`config.mk`:
```
export PLATFORM = sky130hd
export DESIGN_NAME = peer_stats_table_top
export DESIGN_NICKNAME = d
export VERILOG_FILES = /design/src/design/pst_pkg.sv /design/src/design/peer_stats_table_top.sv /design/src/design/pst_ram.sv
export SDC_FILE = /design/constraint.sdc
export NUM_CORES = 2
export LEC_CHECK = 0
export BUFFER_PORTS_ARGS = -buffer_cell sky130_fd_sc_hd__buf_2
export CAP_MARGIN = 30
export CELL_PAD_IN_SITES_DETAIL_PLACEMENT = 0
export CELL_PAD_IN_SITES_GLOBAL_PLACEMENT = 2
export CORE_ASPECT_RATIO = 1.4
export CORE_UTILIZATION = 45
export DETAILED_ROUTE_END_ITERATION = 10
export PLACE_DENSITY = 0.85
export SYNTH_ARGS = -nofsm -noshare
export SYNTH_HDL_FRONTEND = slang
export SYNTH_SLANG_ARGS = --single-unit
```
`constraint.sdc`:
```
create_clock -name i_clk -period 20.6 [get_ports i_clk]
set_clock_uncertainty 0.1 [all_clocks]
set_input_delay 2.06 -clock i_clk [delete_from_list [all_inputs] [get_ports i_clk]]
set_output_delay 2.06 -clock i_clk [all_outputs]
set_load 0.01 [all_outputs]
```
`src/design/pst_pkg.sv`:
```
// ----------------------------------------------------------------------------
// pst_pkg
// Shared sizes, codes and types of the peer statistics table.
// ----------------------------------------------------------------------------
`default_nettype none

package pst_pkg;

    // Number of peer entries the table holds
    localparam int PEER_SLOTS = 8;

    // Entry index and fill count widths
    localparam int IDX_W  = (PEER_SLOTS > 1) ? $clog2(PEER_SLOTS) : 1;
    localparam int FILL_W = $clog2(PEER_SLOTS + 1);

    // Request types
    localparam logic REQ_RECORD = 1'b0;
    localparam logic REQ_GET    = 1'b1;

    // Result status codes
    typedef enum logic [2:0] {
        ST_UPDATED  = 3'd0,
        ST_APPENDED = 3'd1,
        ST_FULL     = 3'd2,
        ST_ZERO_ID  = 3'd3,
        ST_READ_OK  = 3'd4,
        ST_BAD_IDX  = 3'd5
    } t_status;

    // One table entry as stored in the RAM
    typedef struct packed {
        logic [31:0]        node;
        logic [31:0]        hits;
        logic [31:0]        seq;
        logic signed [7:0]  snr;
        logic signed [15:0] rssi;
        logic [31:0]        rx_time;
    } t_entry;

    localparam int ENTRY_W = $bits(t_entry);

endpackage

`default_nettype wire

```
`src/design/peer_stats_table_top.sv`:
```
// ----------------------------------------------------------------------------
// peer_stats_table_top
// Insert-or-update table of radio peers keyed by nonzero node id.
// ----------------------------------------------------------------------------
// A record beat searches the filled entries in index order, one entry per
// clock through the single read port of the entry RAM and one 32-bit id
// comparator; a hit rewrites that entry with its hit count bumped, a miss
// appends a new entry while there is room. A get beat reads one entry by
// index. Every beat gives exactly one result beat carrying the fill count,
// change count and hit total after that request. A zero id or bad index
// goes straight to the result, a get reads the RAM before its result, a
// record into an empty table writes without a scan, and a record against
// filled entries scans them before it writes or drops. The input is not
// ready while a request is in work; it is ready again while the previous
// result still waits.
`default_nettype none

module peer_stats_table_top
    import pst_pkg::*;
(
    input  wire logic               i_clk,
    input  wire logic               i_rst_n,

    // request channel
    input  wire logic               i_valid,
    output logic                    o_ready,
    input  wire logic               i_req_type,
    input  wire logic [31:0]        i_node_id,
    input  wire logic [31:0]        i_pkt_seq,
    input  wire logic signed [7:0]  i_snr_quarter_db,
    input  wire logic signed [15:0] i_rssi_dbm,
    input  wire logic [31:0]        i_rx_time,
    input  wire logic [2:0]         i_read_index,

    // result channel
    output logic                    o_valid,
    input  wire logic               i_ready,
    output logic [2:0]              o_status,
    output logic [31:0]             o_entry_node,
    output logic [31:0]             o_entry_hits,
    output logic [31:0]             o_entry_seq,
    output logic signed [7:0]       o_entry_snr,
    output logic signed [15:0]      o_entry_rssi,
    output logic [31:0]             o_entry_time,
    output logic [3:0]              o_fill_count,
    output logic [31:0]             o_change_count,
    output logic [31:0]             o_hit_total
);

    // Sequencer states
    typedef enum logic [6:0] {
        S_IDLE  = 7'b0000001,
        S_SCAN  = 7'b0000010,
        S_CMP   = 7'b0000100,
        S_WRITE = 7'b0001000,
        S_READ  = 7'b0010000,
        S_GET   = 7'b0100000,
        S_DONE  = 7'b1000000
    } t_state;

    t_state              r_state, n_state;

    // latched request
    logic [31:0]         r_node;
    logic [31:0]         r_seq;
    logic signed [7:0]   r_snr;
    logic signed [15:0]  r_rssi;
    logic [31:0]         r_time;

    // scan and write control
    logic [IDX_W-1:0]    r_addr, n_addr;
    logic [IDX_W-1:0]    r_waddr, n_waddr;
    logic [31:0]         r_whits, n_whits;
    t_status             r_status, n_status;
    t_entry              r_ent, n_ent;

    // table counters
    logic [FILL_W-1:0]   r_filled, n_filled;
    logic [31:0]         r_changes, n_changes;
    logic [31:0]         r_total, n_total;

    // result register
    logic                r_out_valid, n_out_valid;
    t_status             r_out_status;
    t_entry              r_out_ent;
    logic [3:0]          r_out_fill;
    logic [31:0]         r_out_changes;
    logic [31:0]         r_out_total;

    // RAM port signals
    logic                ram_we;
    logic [IDX_W-1:0]    ram_raddr;
    t_entry              ram_wdata;
    t_entry              ram_rdata;
    logic [ENTRY_W-1:0]  ram_rdata_bits;

    logic                accept;
    logic                out_free;
    logic                idx_ok;
    logic                id_match;
    logic [FILL_W-1:0]   next_pos;

    assign accept   = i_valid && o_ready;
    assign out_free = !r_out_valid || i_ready;
    assign o_ready  = (r_state == S_IDLE);

    // read index below fill count (and below table size, implied by fill)
    assign idx_ok   = ({29'd0, i_read_index} < 32'(r_filled));

    // shared id comparator and scan position
    assign id_match = (ram_rdata.node == r_node);
    assign next_pos = FILL_W'(r_addr) + FILL_W'(1);
    assign ram_rdata = t_entry'(ram_rdata_bits);

    // Entry RAM
    pst_ram #(
        .WIDTH (ENTRY_W),
        .DEPTH (PEER_SLOTS)
    ) u_ram (
        .i_clk   (i_clk),
        .i_we    (ram_we),
        .i_waddr (r_waddr),
        .i_wdata (ram_wdata),
        .i_raddr (ram_raddr),
        .o_rdata (ram_rdata_bits)
    );

    // Write data from the latched record
    always_comb begin
        ram_wdata.node    = r_node;
        ram_wdata.hits    = r_whits;
        ram_wdata.seq     = r_seq;
        ram_wdata.snr     = r_snr;
        ram_wdata.rssi    = r_rssi;
        ram_wdata.rx_time = r_time;
    end

    // Read address: the scan runs one address ahead of the compare
    always_comb begin
        ram_raddr = r_addr;
        if (r_state == S_CMP) begin
            ram_raddr = IDX_W'(next_pos);
        end
    end

    // Sequencer and datapath next values
    always_comb begin
        n_state     = r_state;
        n_addr      = r_addr;
        n_waddr     = r_waddr;
        n_whits     = r_whits;
        n_status    = r_status;
        n_ent       = r_ent;
        n_filled    = r_filled;
        n_changes   = r_changes;
        n_total     = r_total;
        n_out_valid = r_out_valid;
        ram_we      = 1'b0;

        if (r_out_valid && i_ready) begin
            n_out_valid = 1'b0;
        end

        unique case (r_state)
            S_IDLE: begin
                if (accept) begin
                    n_ent = '0;
                    if (i_req_type == REQ_GET) begin
                        if (idx_ok) begin
                            n_addr  = IDX_W'({29'd0, i_read_index});
                            n_state = S_READ;
                        end else begin
                            n_status = ST_BAD_IDX;
                            n_state  = S_DONE;
                        end
                    end else if (i_node_id == 32'd0) begin
                        n_status = ST_ZERO_ID;
                        n_state  = S_DONE;
                    end else if (r_filled == '0) begin
                        n_waddr  = '0;
                        n_whits  = 32'd1;
                        n_status = ST_APPENDED;
                        n_state  = S_WRITE;
                    end else begin
                        n_addr  = '0;
                        n_state = S_SCAN;
                    end
                end
            end
            S_SCAN: begin
                // first read issued; data arrives in S_CMP
                n_state = S_CMP;
            end
            S_CMP: begin
                if (id_match) begin
                    n_waddr  = r_addr;
                    n_whits  = ram_rdata.hits + 32'd1;
                    n_status = ST_UPDATED;
                    n_state  = S_WRITE;
                end else if (next_pos < r_filled) begin
                    n_addr = IDX_W'(next_pos);
                end else if (32'(r_filled) < 32'(PEER_SLOTS)) begin
                    n_waddr  = IDX_W'(r_filled);
                    n_whits  = 32'd1;
                    n_status = ST_APPENDED;
                    n_state  = S_WRITE;
                end else begin
                    n_status = ST_FULL;
                    n_state  = S_DONE;
                end
            end
            S_WRITE: begin
                ram_we    = 1'b1;
                n_changes = r_changes + 32'd1;
                n_total   = r_total + 32'd1;
                if (r_status == ST_APPENDED) begin
                    n_filled = r_filled + FILL_W'(1);
                end
                n_state = S_DONE;
            end
            S_READ: begin
                n_state = S_GET;
            end
            S_GET: begin
                n_ent    = ram_rdata;
                n_status = ST_READ_OK;
                n_state  = S_DONE;
            end
            S_DONE: begin
                if (out_free) begin
                    n_out_valid = 1'b1;
                    n_state     = S_IDLE;
                end
            end
            default: begin
                n_state = S_IDLE;
            end
        endcase
    end

    // Control registers
    always_ff @(posedge i_clk) begin
        if (!i_rst_n) begin
            r_state     <= S_IDLE;
            r_filled    <= '0;
            r_changes   <= '0;
            r_total     <= '0;
            r_out_valid <= 1'b0;
        end else begin
            r_state     <= n_state;
            r_filled    <= n_filled;
            r_changes   <= n_changes;
            r_total     <= n_total;
            r_out_valid <= n_out_valid;
        end
    end

    // Payload registers
    always_ff @(posedge i_clk) begin
        r_addr   <= n_addr;
        r_waddr  <= n_waddr;
        r_whits  <= n_whits;
        r_status <= n_status;
        r_ent    <= n_ent;
        if (accept) begin
            r_node <= i_node_id;
            r_seq  <= i_pkt_seq;
            r_snr  <= i_snr_quarter_db;
            r_rssi <= i_rssi_dbm;
            r_time <= i_rx_time;
        end
        // result beat snapshot
        if (r_state == S_DONE && out_free) begin
            r_out_status  <= r_status;
            r_out_ent     <= r_ent;
            r_out_fill    <= 4'(r_filled);
            r_out_changes <= r_changes;
            r_out_total   <= r_total;
        end
    end

    // Result ports
    assign o_valid        = r_out_valid;
    assign o_status       = r_out_status;
    assign o_entry_node   = r_out_ent.node;
    assign o_entry_hits   = r_out_ent.hits;
    assign o_entry_seq    = r_out_ent.seq;
    assign o_entry_snr    = r_out_ent.snr;
    assign o_entry_rssi   = r_out_ent.rssi;
    assign o_entry_time   = r_out_ent.rx_time;
    assign o_fill_count   = r_out_fill;
    assign o_change_count = r_out_changes;
    assign o_hit_total    = r_out_total;

endmodule

`default_nettype wire

```
`src/design/pst_ram.sv`:
```
// ----------------------------------------------------------------------------
// pst_ram
// Generic single write port, single read port RAM with registered read data.
// ----------------------------------------------------------------------------
`default_nettype none

module pst_ram #(
    parameter int WIDTH = 8,
    parameter int DEPTH = 8,
    parameter int AW    = (DEPTH > 1) ? $clog2(DEPTH) : 1
) (
    input  wire logic             i_clk,
    input  wire logic             i_we,
    input  wire logic [AW-1:0]    i_waddr,
    input  wire logic [WIDTH-1:0] i_wdata,
    input  wire logic [AW-1:0]    i_raddr,
    output logic      [WIDTH-1:0] o_rdata
);

    logic [WIDTH-1:0] r_mem [DEPTH];

    // Write port and registered read port
    always_ff @(posedge i_clk) begin
        if (i_we) begin
            r_mem[i_waddr] <= i_wdata;
        end
        o_rdata <= r_mem[i_raddr];
    end

endmodule

`default_nettype wire

```
==> results <==
- The largest fanout on the critical path is 82.
- Of the post-synthesis cell area, the dominant cell type holds 0.728.
- After clock tree synthesis, the clock-pin slew on the worst setup and hold paths is around 0.07 ns.
- The floorplan step set the die height to approximately 480 um.
- Buffers added to address setup during post-CTS repair amount to 0.
- 353 I/O pins were placed.
- The maximum number of pins on one net before global-route repair is 280.
- The power density over the cells is 101 mW/mm2.
- The endpoint type of the worst setup path is a flip-flop.
- The number of antenna violations at the first check in global routing came to 13.
- After detailed routing, the average wire length per cell comes to 24.7 um.
- The number of cells produced by synthesis is around 4400.
- The area inside the core boundary is 0.159 mm2.
- The data arrival time of the worst path is 6.08 ns.
- The number of synthesized register bits is just under 2000.
- The smallest clock period supported by the final layout is computed as 5.46 ns.
- The clock tree from TritonCTS is built.
- The largest voltage drop on the vdd net is 0.0822 mV.
- The area growth from synthesis to layout is 14.1%.
- After synthesis, the most frequently instantiated cells are 1752 x edfxtp_1, 619 x and3_1, 610 x a211oi_1.
- For this run, the number of Yosys warnings is 0.
- The share of flip-flops with an asynchronous set or reset after synthesis is 0.
- In this run the static leakage power is 28.0 nW.
- Across the whole layout, storage elements account for 0.0572 mm2.
- The average via count per standard cell is 5.76.
- The final core utilization is 0.518.
- Global routing finished with a remaining overflow of 0.
- The slack of the critical path is 15.14 ns.
- The via count of the first global-routing pass is 39678.
- Headroom to the max-slew limit came out at 0.0268.
- The initial utilization of the core area, before any placement, comes to 0.454.
- Across every metal layer, demand over resource in global routing totals 0.208.
- The combined area of all synthesized cells is 0.0723 mm2.
- The count of different cell masters after synthesis is 51.
- The number of pins with negative max-slew slack in the final report is 0.
- The worst hold slack is 0.299 ns.
- The leading area contributor after synthesis is edfxtp_1.
- The number of hold violations in the final report is 0.
- The final non-filler cell area is around 0.082 mm2.
- Gates resized during post-CTS repair numbered 0.
- The floorplan die width is 341 um.
- The number of hold buffers added after cts is 0.
- Of the available clock period, the critical path in the final layout requires 0.265.
- The most common flop cell mapped by yosys is edfxtp_1.
- Detailed placement ended at an HPWL of 86600 um.
- The startpoint identified for the worst register-to-register timing path is r_state[6]$_SDFFE_PN0P_.
- The flow ran to the end, and the final reports show no timing, DRC or antenna violations.
- The total negative slack for setup checks is 0 ns.
- The endpoint with the worst hold slack is o_entry_seq[8]$_DFFE_PP_.
- After the last flow step, the layout net total stands at 4839.
- The number of antenna-violating nets in the routed design is 0.
- For this run, design rule violations remaining after detail routing come to 0.
- The number of max-cap violations is 0.
- The placed instances occupy a cell area of 0.0763 mm2.
- The footprint of the multi-input gates is around 0.014 mm2.
- In this run, synthesis inferred 1752 flip-flops with an integrated enable.
- At the pin with the least slew margin, the transition time is roughly 1.5 ns.
- The final number of setup-violating endpoints is 0.
- The most frequent cell after synthesis is edfxtp_1.
- STA classifies the critical path startpoint as a flip-flop.
- In this run, CTS created clock tree buffers numbering around 180.
- The number of nets handed over by synthesis was 4549.
- CTS built an H-tree with a depth of 4.
- The achievable clock frequency is 0.183 GHz.
- The hold path startpoint is r_ent[64]$_SDFFCE_PN0P_.
- The first detailed-routing pass took 5 iterations.
- Routability-driven placement finished with a final weighted congestion of 0.803.
- The row count is 173.
- The total clock sinks is around 2000.
- The number of cells on the worst hold path is 0.
- The first-pass GRT wire length is 253000 um.
- The full die area is 0.162 mm2.
- The filler cells instantiated in the layout total 12821.
- For this block, the via count after detailed routing is 40139.
- No sink is reached through more buffers than the 3 on the longest clock path.
- In this run the tool buffered the top-level ports with about 350 buffer cells.
- STA puts the critical path data required time at 21.22 ns.
- The path depth of the worst reg2reg path is 7.
- At the later pin of the worst-skew pair, clock insertion delay measures 0.83 ns.
- Of the cells placed in the final design, the portion with a size suffix greater than 1 is 0.147.
- The min-delay analysis places its worst path in the category flip-flop to flip-flop.
- After synthesis, the cell types taking the most area are edfxtp_1 73%, a211oi_1 6.3%, dfxtp_1 6.3%, and3_1 5.4%, nor4_1 1.7%.
- After synthesis, the mean cell area works out to 16.4 um2.
- The final routed wirelength across all metal layers is 172000 um.
- The critical path in this run is classified as flip-flop to flip-flop.
- The minimum setup slack after placement is 14.90 ns.
- The sequential fraction of the synthesis area is 0.791.
- The reg-to-reg endpoint is u_ram.o_rdata[66]$_DFF_P_.
- The violation count after the first detailed-routing iteration is 3418.
- The internal reg-to-reg setup slack is 15.14 ns.
- The cell chosen for the clock root is clkbuf_16.
- Setup repair after global routing left no endpoint under its margin.
where the power goes:
group	total, W	internal [W]	switching [W]
Sequential	0.00465	0.00454	0.000107
Clock	0.00341	0.00195	0.00146
Combinational	0.000290	0.0000835	0.000206
flip-flops by register name (all words and copies together), names as in the netlist, 32 cells and up:
register and count:
u_ram.o_rdata 152, r_whits 32, o_change_count 32, o_hit_total 32, o_entry_time 32, r_node 32
r_changes 32, o_entry_hits 32, r_time 32, r_seq 32, r_total 32, o_entry_node 32
r_ent 152, o_entry_seq 32, u_ram.r_mem 1216
cell type report:
| class | instances | share of cell area |
|---|---|---|
| multi-input combinational | 2090 | 0.169 |
| clock inverter | 93 | 0.0130 |
| inverter | 27 | 0.00129 |
| tap | 2100 | 0.0319 |
| sequential | 1980 | 0.694 |
| clock buffer | 247 | 0.0609 |
| antenna | 6 | 0.000182 |
| timing repair buffer | 420 | 0.0300 |
critical path, stage by stage (launching register included):
cell	delay (ns)
dfxtp_1	0.40
nor4_1	0.84
nand3_4	0.76
nand2_4	1.02
buf_4	0.85
buf_4	0.75
a211oi_1	0.18
nor4_1	0.32
cell usage in the layout (no fill, tap or decap), types with 5 or more instances in the layout:
cell       instances
edfxtp_1        1752
and3_1           618
a211oi_1         610
buf_2            353
dfxtp_1          228
nor4_1           194
clkbuf_16        185
and2_1           153
nor2_1            98
xor2_1            71
buf_4             53
nand2_1           50
clkbuf_1          46
nand3_1           40
nand4_1           39
xnor2_1           34
clkinv_1          28
o21ai_0           26
clkinv_2          26
inv_1             25
a21oi_1           25
or3_1             21
nor3_1            18
bufinv_16         18
clkbuf_8          16
ha_1              11
buf_12            10
nand2b_1           8
inv_6              8
and4_1             7
diode_2            6
clkinv_4           5
cells by family after synthesis:
logic type / share of synthesized area
buffers and inverters: 0.0182
adder cells (fa/ha/maj): 0.00190
multiplexers: 0.000277
AO/OA/AOI/OAI: 0.0709
XOR/XNOR: 0.0127
flip-flops: 0.791
AND/OR/NAND/NOR: 0.105
worst max-delay path by stage:
stage | start | endpoint | slack [ns] | cells after the start
after floorplan | r_state[6]$_SDFFE_PN0P_ | u_ram.r_mem[2][0]$_DFFE_PP_ | 2.36 | 6
after global routing | r_state[5]$_SDFFE_PN0P_ | u_ram.o_rdata[134]$_DFF_P_ | 14.73 | 8
after CTS | r_state[6]$_SDFFE_PN0P_ | u_ram.o_rdata[134]$_DFF_P_ | 14.88 | 7
final | r_state[6]$_SDFFE_PN0P_ | u_ram.o_rdata[66]$_DFF_P_ | 15.14 | 7
after detailed placement | r_state[5]$_SDFFE_PN0P_ | u_ram.o_rdata[135]$_DFF_P_ | 14.90 | 7
after global placement | r_state[6]$_SDFFE_PN0P_ | u_ram.o_rdata[124]$_DFF_P_ | 15.11 | 7
per-stage QoR:
stage,power [W],instances
2_1_floorplan,0.00487,4410
3_3_place_gp,0.00501,6612
3_5_place_dp,0.00502,6615
4_1_cts,0.00841,6955
5_1_grt,0.00859,6958
6_report,0.00834,6963
metal layers:
| layer | up-vias | GRT usage | share of wire |
|---|---|---|---|
| met4 | 6 | 0.0678 | 0.026 |
| li1 | 18075 | - | - |
| met5 | - | 0 | 0.00023 |
| met1 | 20340 | 0.291 | 0.44 |
| met3 | 300 | 0.0287 | 0.060 |
| met2 | 1418 | 0.338 | 0.48 |
Power figures use the tool's default switching activity.
